==> config.mk <==
export PLATFORM = sky130hd
export DESIGN_NAME = number_literal_lexer
export DESIGN_NICKNAME = d
export VERILOG_FILES = /design/src/design/nll_pkg.sv /design/src/design/nll_core.sv /design/src/design/number_literal_lexer.sv
export SDC_FILE = /design/constraint.sdc
export NUM_CORES = 1
export LEC_CHECK = 0
export ABC_AREA = 0
export BUFFER_PORTS_ARGS = -buffer_cell sky130_fd_sc_hd__buf_2
export CORE_AREA = 2 2 176 144
export CTS_CLUSTER_SIZE = 20
export DETAILED_ROUTE_END_ITERATION = 16
export DIE_AREA = 0 0 178 146
export SKIP_LAST_GASP = 1
export SLEW_MARGIN = 25
export SYNTH_ARGS = -nofsm -noshare
export SYNTH_HDL_FRONTEND = slang
export SYNTH_SLANG_ARGS = --single-unit
export TNS_END_PERCENT = 5
==> constraint.sdc <==
create_clock -name clk -period 7.7 [get_ports clk]
set_input_delay 1.155 -clock clk [delete_from_list [all_inputs] [get_ports clk]]
set_output_delay 1.155 -clock clk [all_outputs]
set_load 0.02 [all_outputs]
==> src/design/nll_pkg.sv <==
// Shared types, codes and character helpers for the number literal lexer.
package nll_pkg;

  localparam int MAX_LEN_DEF = 255;

  typedef enum logic [3:0] {
    PH_IDLE,
    PH_ZERO,
    PH_INT,
    PH_FRAC,
    PH_EXPM,
    PH_EXPS,
    PH_EXPD
  } phase_t;

  typedef enum logic [1:0] {
    RX_BIN,
    RX_OCT,
    RX_DEC,
    RX_HEX
  } radix_t;

  typedef enum logic [3:0] {
    ST_OK,
    ST_EMPTY,
    ST_UNDERSCORE,
    ST_P_NON_HEX,
    ST_BAD_CHAR,
    ST_BAD_DIGIT,
    ST_FLOAT_BASE,
    ST_HEX_NEEDS_P,
    ST_EXP_BASE,
    ST_EXP_NO_DIGITS,
    ST_BAD_EXP_CHAR,
    ST_NO_DIGITS,
    ST_TOO_LONG
  } status_t;

  localparam logic [1:0] MK_NONE  = 2'd0;
  localparam logic [1:0] MK_E     = 2'd1;
  localparam logic [1:0] MK_P     = 2'd2;
  localparam logic [1:0] SG_NONE  = 2'd0;
  localparam logic [1:0] SG_PLUS  = 2'd1;
  localparam logic [1:0] SG_MINUS = 2'd2;

  localparam logic [7:0] CH_0     = "0";
  localparam logic [7:0] CH_LX    = "x";
  localparam logic [7:0] CH_UX    = "X";
  localparam logic [7:0] CH_LB    = "b";
  localparam logic [7:0] CH_UB    = "B";
  localparam logic [7:0] CH_LO    = "o";
  localparam logic [7:0] CH_UO    = "O";
  localparam logic [7:0] CH_LE    = "e";
  localparam logic [7:0] CH_UE    = "E";
  localparam logic [7:0] CH_LP    = "p";
  localparam logic [7:0] CH_UP    = "P";
  localparam logic [7:0] CH_US    = "_";
  localparam logic [7:0] CH_DOT   = ".";
  localparam logic [7:0] CH_PLUS  = "+";
  localparam logic [7:0] CH_MINUS = "-";

  typedef struct packed {
    logic [7:0] ch;
    logic       at_end;
  } in_t;

  typedef struct packed {
    status_t    status;
    radix_t     radix;
    logic [1:0] prefix_len;
    logic [7:0] int_len;
    logic       has_point;
    logic [7:0] frac_len;
    logic [1:0] exp_marker;
    logic [1:0] exp_sign;
    logic [7:0] exp_len;
    logic [7:0] consumed_len;
  } out_t;

  function automatic logic [4:0] radix_base(radix_t rx);
    logic [4:0] b;
    case (rx)
      RX_BIN:  b = 5'd2;
      RX_OCT:  b = 5'd8;
      RX_DEC:  b = 5'd10;
      RX_HEX:  b = 5'd16;
      default: b = 5'd10;
    endcase
    return b;
  endfunction

  function automatic logic char_is_dec(logic [7:0] c);
    return (c >= "0") && (c <= "9");
  endfunction

  function automatic logic char_is_letter(logic [7:0] c);
    return ((c >= "a") && (c <= "z")) || ((c >= "A") && (c <= "Z"));
  endfunction

  function automatic logic is_hex_alpha(logic [7:0] c);
    return ((c >= "a") && (c <= "f")) || ((c >= "A") && (c <= "F"));
  endfunction

  // Digit value of 0-9, a-f, A-F; other codes give 31.
  function automatic logic [4:0] digit_val(logic [7:0] c);
    logic [4:0] v;
    if ((c >= "0") && (c <= "9")) begin
      v = 5'(c - "0");
    end else if ((c >= "a") && (c <= "f")) begin
      v = 5'(c - "a") + 5'd10;
    end else if ((c >= "A") && (c <= "F")) begin
      v = 5'(c - "A") + 5'd10;
    end else begin
      v = 5'd31;
    end
    return v;
  endfunction

endpackage

==> src/design/nll_core.sv <==
// Lexer state registers and the per-character step logic.
module nll_core #(
  parameter int MAX_LEN = nll_pkg::MAX_LEN_DEF
) (
  input  logic          clk,
  input  logic          rst_n,
  input  logic          step,
  input  nll_pkg::in_t  item,
  output logic          res_vld,
  output nll_pkg::out_t res
);

  localparam int CW = $clog2(MAX_LEN + 1);
  localparam logic [CW-1:0] LEN_MAX = CW'(MAX_LEN);
  localparam logic [CW-1:0] ONE = CW'(1);

  nll_pkg::phase_t  phase_r, phase_nxt, phase_w;
  nll_pkg::radix_t  radix_r, radix_nxt, radix_w;
  logic             octal_r, octal_nxt, octal_w;
  logic             seg_start_r, seg_start_nxt, seg_start_w;
  logic             last_us_r, last_us_nxt, last_us_w;
  logic [1:0]       pre_r, pre_nxt, pre_w;
  logic [CW-1:0]    int_r, int_nxt, int_w;
  logic [CW-1:0]    frac_r, frac_nxt, frac_w;
  logic [CW-1:0]    exp_r, exp_nxt, exp_w;
  logic             point_r, point_nxt, point_w;
  logic [1:0]       marker_r, marker_nxt, marker_w;
  logic [1:0]       sign_r, sign_nxt, sign_w;
  logic [CW-1:0]    total_r, total_nxt, total_w;

  logic             emit, clr;
  nll_pkg::status_t code;
  logic             run_body, run_after, run_exp, exp_fin, fin;

  logic [7:0]       ch;
  logic             at_end, dig, alpha, hexa, is_e, is_p, is_pfx, full;
  nll_pkg::radix_t  pfx_rx;

  assign ch     = item.ch;
  assign at_end = item.at_end;
  assign dig    = nll_pkg::char_is_dec(ch);
  assign alpha  = nll_pkg::char_is_letter(ch);
  assign hexa   = nll_pkg::is_hex_alpha(ch);
  assign is_e   = (ch == nll_pkg::CH_LE) || (ch == nll_pkg::CH_UE);
  assign is_p   = (ch == nll_pkg::CH_LP) || (ch == nll_pkg::CH_UP);
  assign is_pfx = (ch == nll_pkg::CH_LX) || (ch == nll_pkg::CH_UX) ||
                  (ch == nll_pkg::CH_LB) || (ch == nll_pkg::CH_UB) ||
                  (ch == nll_pkg::CH_LO) || (ch == nll_pkg::CH_UO);
  assign pfx_rx = ((ch == nll_pkg::CH_LX) || (ch == nll_pkg::CH_UX)) ? nll_pkg::RX_HEX :
                  ((ch == nll_pkg::CH_LB) || (ch == nll_pkg::CH_UB)) ? nll_pkg::RX_BIN :
                  nll_pkg::RX_OCT;
  assign full   = (total_r >= LEN_MAX);

  // Working copy of the state after one character, plus emit decision.
  always_comb begin
    phase_w     = phase_r;
    radix_w     = radix_r;
    octal_w     = octal_r;
    seg_start_w = seg_start_r;
    last_us_w   = last_us_r;
    pre_w       = pre_r;
    int_w       = int_r;
    frac_w      = frac_r;
    exp_w       = exp_r;
    point_w     = point_r;
    marker_w    = marker_r;
    sign_w      = sign_r;
    total_w     = total_r;
    emit        = 1'b0;
    clr         = 1'b0;
    code        = nll_pkg::ST_OK;
    run_body    = 1'b0;
    run_after   = 1'b0;
    run_exp     = 1'b0;
    exp_fin     = 1'b0;
    fin         = 1'b0;

    case (phase_r)
      nll_pkg::PH_IDLE: begin
        if (at_end) begin
          emit = 1'b1; code = nll_pkg::ST_EMPTY;
        end else if (ch == nll_pkg::CH_0) begin
          if (full) begin
            emit = 1'b1; code = nll_pkg::ST_TOO_LONG;
          end else begin
            total_w = total_w + ONE;
            phase_w = nll_pkg::PH_ZERO;
          end
        end else begin
          phase_w  = nll_pkg::PH_INT;
          run_body = 1'b1;
        end
      end
      nll_pkg::PH_ZERO: begin
        if (at_end) begin
          int_w   = ONE;
          radix_w = nll_pkg::RX_DEC;
          fin     = 1'b1;
        end else if (is_pfx) begin
          if (full) begin
            emit = 1'b1; code = nll_pkg::ST_TOO_LONG;
          end else begin
            total_w     = total_w + ONE;
            radix_w     = pfx_rx;
            pre_w       = 2'd2;
            seg_start_w = 1'b0;
            phase_w     = nll_pkg::PH_INT;
          end
        end else begin
          seg_start_w = 1'b0;
          phase_w     = nll_pkg::PH_INT;
          if ((ch == nll_pkg::CH_US) || dig) begin
            radix_w = nll_pkg::RX_OCT;
            octal_w = 1'b1;
            pre_w   = 2'd1;
          end else begin
            radix_w = nll_pkg::RX_DEC;
            int_w   = ONE;
          end
          run_body = 1'b1;
        end
      end
      nll_pkg::PH_INT, nll_pkg::PH_FRAC: begin
        if (at_end) begin
          run_after = 1'b1;
        end else begin
          run_body = 1'b1;
        end
      end
      nll_pkg::PH_EXPM: begin
        if (at_end) begin
          emit = 1'b1; code = nll_pkg::ST_EXP_NO_DIGITS;
        end else begin
          if (octal_w) begin
            int_w   = int_w + CW'(pre_w);
            pre_w   = 2'd0;
            octal_w = 1'b0;
            radix_w = nll_pkg::RX_DEC;
          end
          if ((radix_w != nll_pkg::RX_DEC) && (radix_w != nll_pkg::RX_HEX)) begin
            emit = 1'b1; code = nll_pkg::ST_EXP_BASE;
          end else if ((ch == nll_pkg::CH_PLUS) || (ch == nll_pkg::CH_MINUS)) begin
            if (full) begin
              emit = 1'b1; code = nll_pkg::ST_TOO_LONG;
            end else begin
              total_w = total_w + ONE;
              sign_w  = (ch == nll_pkg::CH_PLUS) ? nll_pkg::SG_PLUS : nll_pkg::SG_MINUS;
              phase_w = nll_pkg::PH_EXPS;
            end
          end else begin
            phase_w = nll_pkg::PH_EXPD;
            run_exp = 1'b1;
          end
        end
      end
      nll_pkg::PH_EXPS: begin
        if (at_end) begin
          emit = 1'b1; code = nll_pkg::ST_EXP_NO_DIGITS;
        end else begin
          phase_w = nll_pkg::PH_EXPD;
          run_exp = 1'b1;
        end
      end
      nll_pkg::PH_EXPD: begin
        run_exp = 1'b1;
      end
      default: begin
        clr = 1'b1;
      end
    endcase

    // Character inside the integer or fraction part.
    if (run_body) begin
      if (ch == nll_pkg::CH_US) begin
        if (seg_start_w || last_us_w) begin
          emit = 1'b1; code = nll_pkg::ST_UNDERSCORE;
        end else if (full) begin
          emit = 1'b1; code = nll_pkg::ST_TOO_LONG;
        end else begin
          total_w   = total_w + ONE;
          last_us_w = 1'b1;
          if (phase_w == nll_pkg::PH_INT) begin
            int_w = int_w + ONE;
          end else begin
            frac_w = frac_w + ONE;
          end
        end
      end else if (is_e && ((radix_w == nll_pkg::RX_DEC) || (radix_w == nll_pkg::RX_OCT))) begin
        run_after = 1'b1;
      end else if (is_p) begin
        if (radix_w == nll_pkg::RX_HEX) begin
          run_after = 1'b1;
        end else begin
          emit = 1'b1; code = nll_pkg::ST_P_NON_HEX;
        end
      end else if (dig || hexa) begin
        if (nll_pkg::digit_val(ch) >= nll_pkg::radix_base(radix_w)) begin
          emit = 1'b1; code = nll_pkg::ST_BAD_DIGIT;
        end else if (full) begin
          emit = 1'b1; code = nll_pkg::ST_TOO_LONG;
        end else begin
          total_w     = total_w + ONE;
          last_us_w   = 1'b0;
          seg_start_w = 1'b0;
          if (phase_w == nll_pkg::PH_INT) begin
            int_w = int_w + ONE;
          end else begin
            frac_w = frac_w + ONE;
          end
        end
      end else if (alpha) begin
        emit = 1'b1; code = nll_pkg::ST_BAD_CHAR;
      end else begin
        run_after = 1'b1;
      end
    end

    // End of an integer or fraction segment.
    if (run_after) begin
      if (last_us_w) begin
        emit = 1'b1; code = nll_pkg::ST_UNDERSCORE;
      end else begin
        seg_start_w = 1'b1;
        last_us_w   = 1'b0;
        if (at_end) begin
          fin = 1'b1;
        end else if ((ch == nll_pkg::CH_DOT) && (phase_w == nll_pkg::PH_INT)) begin
          point_w = 1'b1;
          if (octal_w) begin
            int_w   = int_w + CW'(pre_w);
            pre_w   = 2'd0;
            octal_w = 1'b0;
            radix_w = nll_pkg::RX_DEC;
          end
          if ((radix_w != nll_pkg::RX_DEC) && (radix_w != nll_pkg::RX_HEX)) begin
            emit = 1'b1; code = nll_pkg::ST_FLOAT_BASE;
          end else if (full) begin
            emit = 1'b1; code = nll_pkg::ST_TOO_LONG;
          end else begin
            total_w = total_w + ONE;
            phase_w = nll_pkg::PH_FRAC;
          end
        end else if (is_e) begin
          if (radix_w == nll_pkg::RX_HEX) begin
            emit = 1'b1; code = nll_pkg::ST_HEX_NEEDS_P;
          end else if (full) begin
            emit = 1'b1; code = nll_pkg::ST_TOO_LONG;
          end else begin
            total_w  = total_w + ONE;
            marker_w = nll_pkg::MK_E;
            phase_w  = nll_pkg::PH_EXPM;
          end
        end else if (is_p) begin
          if (radix_w != nll_pkg::RX_HEX) begin
            emit = 1'b1; code = nll_pkg::ST_P_NON_HEX;
          end else if (full) begin
            emit = 1'b1; code = nll_pkg::ST_TOO_LONG;
          end else begin
            total_w  = total_w + ONE;
            marker_w = nll_pkg::MK_P;
            phase_w  = nll_pkg::PH_EXPM;
          end
        end else begin
          fin = 1'b1;
        end
      end
    end

    // Exponent digits.
    if (run_exp) begin
      if (at_end) begin
        exp_fin = 1'b1;
      end else if (ch == nll_pkg::CH_US) begin
        if (seg_start_w || last_us_w) begin
          emit = 1'b1; code = nll_pkg::ST_UNDERSCORE;
        end else if (full) begin
          emit = 1'b1; code = nll_pkg::ST_TOO_LONG;
        end else begin
          total_w   = total_w + ONE;
          last_us_w = 1'b1;
          exp_w     = exp_w + ONE;
        end
      end else if (dig) begin
        if (full) begin
          emit = 1'b1; code = nll_pkg::ST_TOO_LONG;
        end else begin
          total_w     = total_w + ONE;
          last_us_w   = 1'b0;
          seg_start_w = 1'b0;
          exp_w       = exp_w + ONE;
        end
      end else if ((ch == nll_pkg::CH_DOT) || alpha) begin
        emit = 1'b1; code = nll_pkg::ST_BAD_EXP_CHAR;
      end else begin
        exp_fin = 1'b1;
      end
    end

    if (exp_fin) begin
      if (last_us_w) begin
        emit = 1'b1; code = nll_pkg::ST_UNDERSCORE;
      end else if (exp_w == '0) begin
        emit = 1'b1; code = nll_pkg::ST_EXP_NO_DIGITS;
      end else begin
        fin = 1'b1;
      end
    end

    if (fin) begin
      emit = 1'b1;
      code = ((int_w == '0) && (frac_w == '0)) ? nll_pkg::ST_NO_DIGITS : nll_pkg::ST_OK;
    end
  end

  // Next state: a finished literal returns everything to reset.
  always_comb begin
    if (emit || clr) begin
      phase_nxt     = nll_pkg::PH_IDLE;
      radix_nxt     = nll_pkg::RX_DEC;
      octal_nxt     = 1'b0;
      seg_start_nxt = 1'b1;
      last_us_nxt   = 1'b0;
      pre_nxt       = 2'd0;
      int_nxt       = '0;
      frac_nxt      = '0;
      exp_nxt       = '0;
      point_nxt     = 1'b0;
      marker_nxt    = nll_pkg::MK_NONE;
      sign_nxt      = nll_pkg::SG_NONE;
      total_nxt     = '0;
    end else begin
      phase_nxt     = phase_w;
      radix_nxt     = radix_w;
      octal_nxt     = octal_w;
      seg_start_nxt = seg_start_w;
      last_us_nxt   = last_us_w;
      pre_nxt       = pre_w;
      int_nxt       = int_w;
      frac_nxt      = frac_w;
      exp_nxt       = exp_w;
      point_nxt     = point_w;
      marker_nxt    = marker_w;
      sign_nxt      = sign_w;
      total_nxt     = total_w;
    end
  end

  // Result fields.
  always_comb begin
    res_vld = step && emit;
    res     = '0;
    res.status       = code;
    res.consumed_len = 8'(total_w);
    if (code == nll_pkg::ST_OK) begin
      res.radix      = radix_w;
      res.prefix_len = pre_w;
      res.int_len    = 8'(int_w);
      res.has_point  = point_w;
      res.frac_len   = 8'(frac_w);
      res.exp_marker = marker_w;
      res.exp_sign   = sign_w;
      res.exp_len    = 8'(exp_w);
    end
  end

  always_ff @(posedge clk) begin
    if (!rst_n) begin
      phase_r     <= nll_pkg::PH_IDLE;
      radix_r     <= nll_pkg::RX_DEC;
      octal_r     <= 1'b0;
      seg_start_r <= 1'b1;
      last_us_r   <= 1'b0;
      pre_r       <= 2'd0;
      int_r       <= '0;
      frac_r      <= '0;
      exp_r       <= '0;
      point_r     <= 1'b0;
      marker_r    <= nll_pkg::MK_NONE;
      sign_r      <= nll_pkg::SG_NONE;
      total_r     <= '0;
    end else if (step) begin
      phase_r     <= phase_nxt;
      radix_r     <= radix_nxt;
      octal_r     <= octal_nxt;
      seg_start_r <= seg_start_nxt;
      last_us_r   <= last_us_nxt;
      pre_r       <= pre_nxt;
      int_r       <= int_nxt;
      frac_r      <= frac_nxt;
      exp_r       <= exp_nxt;
      point_r     <= point_nxt;
      marker_r    <= marker_nxt;
      sign_r      <= sign_nxt;
      total_r     <= total_nxt;
    end
  end

  a_total_bound: assert property (@(posedge clk) disable iff (!rst_n)
    total_r <= LEN_MAX)
    else $error("length count above limit");

  a_emit_resets: assert property (@(posedge clk) disable iff (!rst_n)
    step && res_vld |=> (phase_r == nll_pkg::PH_IDLE) && (total_r == '0))
    else $error("state not cleared after result");

  a_idle_clean: assert property (@(posedge clk) disable iff (!rst_n)
    (phase_r == nll_pkg::PH_IDLE) |-> (total_r == '0) && (pre_r == 2'd0) && !octal_r)
    else $error("idle with leftover literal state");

endmodule

==> src/design/number_literal_lexer.sv <==
// Number literal lexer top level: input register, lexer core, result register.
// A character taken into the input register is lexed by the core; its result, if any,
//   is written to the result register and offered on out_valid.
// Throughput: one character per cycle unless out_stall holds back a pending result.
// Reset: rst_n low at a clock edge empties both registers and returns the lexer to
//   the start of a new literal.
module number_literal_lexer #(
  parameter int MAX_LEN = nll_pkg::MAX_LEN_DEF
) (
  input  logic          clk,
  input  logic          rst_n,
  input  logic          in_valid,
  output logic          in_stall,
  input  nll_pkg::in_t  in_data,
  output logic          out_valid,
  input  logic          out_stall,
  output nll_pkg::out_t out_data
);

  logic          in_vld_r;
  nll_pkg::in_t  in_data_r;
  logic          out_vld_r;
  nll_pkg::out_t out_data_r;
  logic          advance;
  logic          core_vld;
  nll_pkg::out_t core_res;

  assign advance   = !out_vld_r || !out_stall;
  assign in_stall  = in_vld_r && !advance;
  assign out_valid = out_vld_r;
  assign out_data  = out_data_r;

  nll_core #(
    .MAX_LEN(MAX_LEN)
  ) u_core (
    .clk    (clk),
    .rst_n  (rst_n),
    .step   (in_vld_r && advance),
    .item   (in_data_r),
    .res_vld(core_vld),
    .res    (core_res)
  );

  always_ff @(posedge clk) begin
    if (!rst_n) begin
      in_vld_r <= 1'b0;
    end else if (!in_stall) begin
      in_vld_r <= in_valid;
    end
  end

  always_ff @(posedge clk) begin
    if (!in_stall && in_valid) begin
      in_data_r <= in_data;
    end
  end

  always_ff @(posedge clk) begin
    if (!rst_n) begin
      out_vld_r <= 1'b0;
    end else if (advance) begin
      out_vld_r <= core_vld;
    end
  end

  always_ff @(posedge clk) begin
    if (advance && core_vld) begin
      out_data_r <= core_res;
    end
  end

  a_in_hold: assert property (@(posedge clk) disable iff (!rst_n)
    in_vld_r && !advance |=> in_vld_r && $stable(in_data_r))
    else $error("held request lost");

endmodule
# == Yosys cells after proc, flatten, opt, wreduce, memory -nomap -nowiden ==
# Cells that the tools add are included.
# totals
latchBits,0
n_memories,0
out_inout_bits,47
ramBits,0
wordCells,459
reg_bits,104
input_bits,13
rom_bits,0
# op_classes
order_cmp,10
muxes,332
shift,0
n_reduce_logical,46
eq_ne,30
n_addsub,14
bitwise,0
div,0
n_mul,0
# ops
cell,n
$mux 8,70
$mux 4,64
$mux 1,125
$mux 2,49
$eq 8x7->1 const B,11
$mux 5,13
$add 8x1->8 const B,7
$eq 8x6->1 const B,4
$le 8x7->1 const B,4
$pmux 4 s4,2
$logic_not 8->1,3
$pmux 8 s3,1
$pmux 5 s4,1
$logic_or 1x1->1,19
$add 8x2->8,2
$ge 8x7->1 const B,2
$pmux 8 s2,1
$logic_and 1x1->1,15
$eq 4x2->1 const B,3
$eq 4x3->1 const B,3
$add 5x4->5 const B,2
$ne 2x2->1 const B,5
$sub 5x1->5 const B,2
$ge 8x6->1 const B,1
other kinds (16),23

# == Depth between registers and ports, before layout ==
# depth
word_depth,43
ltp_mapped,31
ltp_nobuf,28

# == By module ==
# Synthesis repeated with hierarchy kept, for this count alone.
# hier_totals
cells_unflattened,951
hier_area_um2,8167.8
# by_module_without_submodules
module,n_inst,cells_per_inst,area_per_inst_um2,seq_area_each_um2
nll_core,1,888,6454.9,960.9
number_literal_lexer,1,63,1712.9,1661.6

# == Worst setup path before layout ==
# No wires, ideal clock.
# synth_timing
kind,register to register
start,reg in_data_r[2] in the netlist's numbering
end,"reg out_data_r (netlist bit out_data[37]), data pin"
t_arrival_ns,6.293
setup_slack_ns,1.133
n_path_buf,3
stages_incl_launch_ff,30
period_less_slack_ns,6.567
required_time_ns,7.426
cell_sequence,edfxtp_1 inv_1 ha_1 o21ba_2 o21a_1 nor4_1 nor2_1 a21o_1 a32oi_1 inv_1 ha_1 inv_1 ha_1 a21oi_1 o31ai_1 or4b_1 buf_2 o21ai_2 nand3_1 xnor2_1 ha_1 fa_1 or3_1 a2111oi_0 nand4_1 o31ai_2 and2_1 buf_4 buf_6 nor3b_1
# synth_between
elab_chain_cells,41
elab_cells_between_ends,246
cone_classes,add/sub (7); order compare (9); eq/ne (22); mux (177); reduce/logical (31)
# synth_lines
element,line_no,source
"start, declared",number_literal_lexer.sv:21,nll_pkg::in_t in_data_r;
"start signal, assigned",number_literal_lexer.sv:54,in_data_r <= in_data;
"parallel branches: the longest is 41 deep, another holds $ge 8x6->1",-,
"end signal, assigned",number_literal_lexer.sv:68,out_data_r <= core_res;
"end, declared",number_literal_lexer.sv:23,nll_pkg::out_t out_data_r;
# Parallel ways; which one is timed is not known. The select of a mux whose other input is x is not followed.
# A chain may end at the register's enable or synchronous reset.

# == Final worst setup path ==
# layout_timing
start,reg in_data_r[1] in the netlist's numbering
end,"reg out_data_r (netlist bit out_data[17]), data pin"
# The elaborated chain is that of the path after synthesis.

==> metrics.md <==
| Metric | Value |
|---|---|
| Peak Freq | `0.137 GHz` |
| Largest area contributor in the netlist | `edfxtp_1` |
| Syn. warnings | `0` |
| Syn avg cell area | `8.24 sq um` |
| Final setup fails | `0` |
| Clock-pin transition on the worst setup and hold timing paths | `70 ps` |
| All-Layer GR Usage | `19.7%` |
| PwrDens | `136 mW/mm^2` |
| Fin. max-slew vios | `0` |
| DR WL/cell | `19.5 um` |
| CP max stage cell | `or4b_1` |
| Crit-path leading delay family | `simple AND/OR/NAND/NOR gates` |
| Sequential share of the synthesized area | `33.3%` |
| Final Critical Period | `7290 ps` |
| 1st-iter DRT viols | `639` |
| Row cnt | `51` |
| Status | `finished, final reports clean` |
| Crit path required time | `7800 ps` |
| Remaining DRCs | `0` |
| Placed inst area | `0.00857 sq mm` |
| Io pins | `60` |
| Post-synth EDFFs | `54` |
| Clk_lat worst skew | `360 ps` |
| Power, Total | `1210 uW` |
| Startpoint Class | `flop` |
| Clock Sinks | `104` |
| RSZ-0062 raised after global routing | `yes` |
| H-tree depth | `3` |
| I/O Buffers | `59` |
| Async SR Flop Fraction | `0%` |
| Syn Nets | `991` |
| Static leakage | `0.00302 uW` |
| Nets | `1040` |
| Rel. slew slack | `34.8%` |
| Vias after detailed routing | `7716` |
| Vias in the first global route | `7131` |
| Worst Path Buf+Inv | `5` |
| Design Area, Final | `0.00887 sq mm` |
| DRT Pass-1 Iters | `5` |
| Share of layout cells above drive strength 1 | `13.4%` |
| CP most frequent cell | `ha_1` |
| Final period util | `94.7%` |
| CTS tree | `built` |
| CP Data Arrival Time | `7400 ps` |
| Postcts setup bufs | `0` |
| Root buf cell | `clkbuf_16` |
| CP Capture Type | `flop` |
| Routed wire length | `25900 um` |
| Layout area overhead | `12.6%` |
| Initial Util | `32.7%` |
| Critical path's largest stage delay | `540 ps` |
| Clock Skew | `9.19 ps` |
| Top cell type's share of synthesized area | `20.6%` |
| GPL Wtd Cong | `0.953` |
| Dpl hpwl | `19300 um` |
| Full die area | `0.0260 sq mm` |
| Post-DR vias/cell | `5.81` |
| Max Cap Viol | `0` |
| Tightest Pin Transition | `954 ps` |
| Yosys reg bits | `104` |
| Die W | `178 um` |
| Core ar. | `0.0241 sq mm` |
| Kind of critical path | `reg -> reg` |
| Peak supply drop | `90.6 uV` |
| Syn Inst Count | `956` |
| Initial antenna violation count | `0` |
| Routed Antenna Nets | `0` |
| Mapped Area | `0.00788 sq mm` |
| GR Overflow Total | `0` |
| Fin util | `36.9%` |
| Number of CTS-inserted buffers | `9` |
| Final hold violation count | `0` |
| Crit-path max FO | `33` |
| Type of the worst min-delay path | `reg -> reg` |
| Unique masters post-synth | `86` |
| Die Height | `146 um` |
| First-pass GRT wire length | `40300 um` |
| Clock tree buffer depth | `2` |
| Dominant cells by area after synthesis | `edfxtp_1 21%, dfxtp_1 13%, a21oi_1 4.6%` |
| Largest net degree at the start of global routing | `57` |
| Most common flop cell mapped by yosys | `edfxtp_1` |
-- report_power, final --
part / internal [uW] / switching [uW] / total [uW]
sequential: 597 / 9.65 / 607
combinational: 37.8 / 94.6 / 132
clock: 251 / 216 / 467
-- worst register-to-register path: cells and delay by family, from the launching register on --
family	cells	cell delay, ps
AND/OR/NAND/NOR	8	1920
AO/OA/AOI/OAI	9	1900
adder cells (fa/ha/maj)	5	1540
buffers and inverters	5	890
flip-flops	1	480
XOR/XNOR	1	290
-- per-layer routing --
layer | vias up | track usage, % | routed length [um]
met1 | 3679 | 29.2 | 12400
li1 | 3675 | - | -
met5 | - | 0 | 0
met2 | 318 | 28.2 | 10600
met3 | 44 | 4.70 | 2350
met4 | 0 | 5.74 | 562
-- cell type report --
type	count	area, sq um
Clock inverter	5	56.3
Sequential cell	104	2620
Timing Repair Buffer	89	524
Tap cell	318	398
Clock buffer	10	229
Multi-Input combinational cell	781	4960
Fill cell	2522	15200
Inverter	20	75.1
Antenna cell	1	2.50
-- timing repair --
| action | CTS | global route |
|---|---|---|
| hold buffers | 0 | 0 |
| endpoints found under the setup margin | 0 | 34 |
| gates resized for setup | 0 | 2 |
-- registers in the layout, summed over array words and instances, names as in the netlist, 2 cells and up --
signal and count:
u_core.total_r 8, u_core.exp_r 8, in_data_r 9, u_core.int_r 8, u_core.pre_r 2, u_core.frac_r 8, out_data 45, u_core.sign_r 2
u_core.radix_r 2, u_core.marker_r 2, u_core.phase_r 4
-- cells by family after synthesis --
| family | after synthesis | share of synthesized area [%] |
|---|---|---|
| AND/OR/NAND/NOR | 438 | 29.7 |
| flip-flops | 104 | 33.3 |
| adder cells (fa/ha/maj) | 22 | 3.68 |
| AO/OA/AOI/OAI | 260 | 22.2 |
| XOR/XNOR | 53 | 6.07 |
| multiplexers | 8 | 1.10 |
| buffers and inverters | 71 | 3.95 |
-- cell usage after synthesis, drive strengths merged, types with 6 or more instances --
library cell,count
a31oi,11
xnor2,30
nand2,78
nor2,95
nor3b,10
a21o,8
clkbuf,35
o211ai,12
a22oi,8
o21ai,54
nand4,15
a211oi,8
ha,20
dfxtp,50
and2,12
buf,16
nor3,49
nand2b,8
a21oi,72
a21boi,12
nand3b,6
o31ai,7
nand3,44
xor2,22
inv,20
and3,23
nor4b,6
o21a,13
nor2b,38
or3,7
edfxtp,54
nor4,19
-- cell usage in the layout (no fill, tap or decap), types with 13 or more instances in the layout --
cell type	synthesis	layout
a21oi_1	72	72
and3_1	23	23
buf_2	6	59
buf_4	4	29
dfxtp_1	50	50
edfxtp_1	54	54
ha_1	20	20
inv_1	20	20
nand2_1	78	77
nand3_1	44	44
nand4_1	15	15
nor2_1	95	94
nor2b_1	38	37
nor3_1	48	48
nor4_1	17	17
o21a_1	13	13
o21ai_0	48	48
xnor2_1	30	30
xor2_1	22	22
-- final timing paths --
kind | startpoint | end | slack [ps] | depth (start not counted)
setup reg to reg | in_data_r[1]$_DFFE_PP_ | out_data[17]$_SDFFCE_PP0P_ | 410 | 28
hold / removal | u_core.point_r$_SDFFE_PN0P_ | u_core.point_r$_SDFFE_PN0P_ | 480 | 2
setup / recovery | in_data_r[1]$_DFFE_PP_ | out_data[17]$_SDFFCE_PP0P_ | 410 | 28
hold reg to reg | u_core.point_r$_SDFFE_PN0P_ | u_core.point_r$_SDFFE_PN0P_ | 480 | 2
-- metrics by stage --
| stage | setup WS (ps) | instances | hold WS, ps | TNS, ps |
|---|---|---|---|---|
| after floorplan | 1130 | 956 | 437 | 0 |
| after global placement | 653 | 1312 | 448 | 0 |
| after detailed placement | 461 | 1312 | 456 | 0 |
| after CTS | 419 | 1327 | 475 | 0 |
| after global routing | -9.36 | 1327 | 510 | -11.3 |
| final | 405 | 1328 | 479 | 0 |
(Power assumes the default switching activity.)
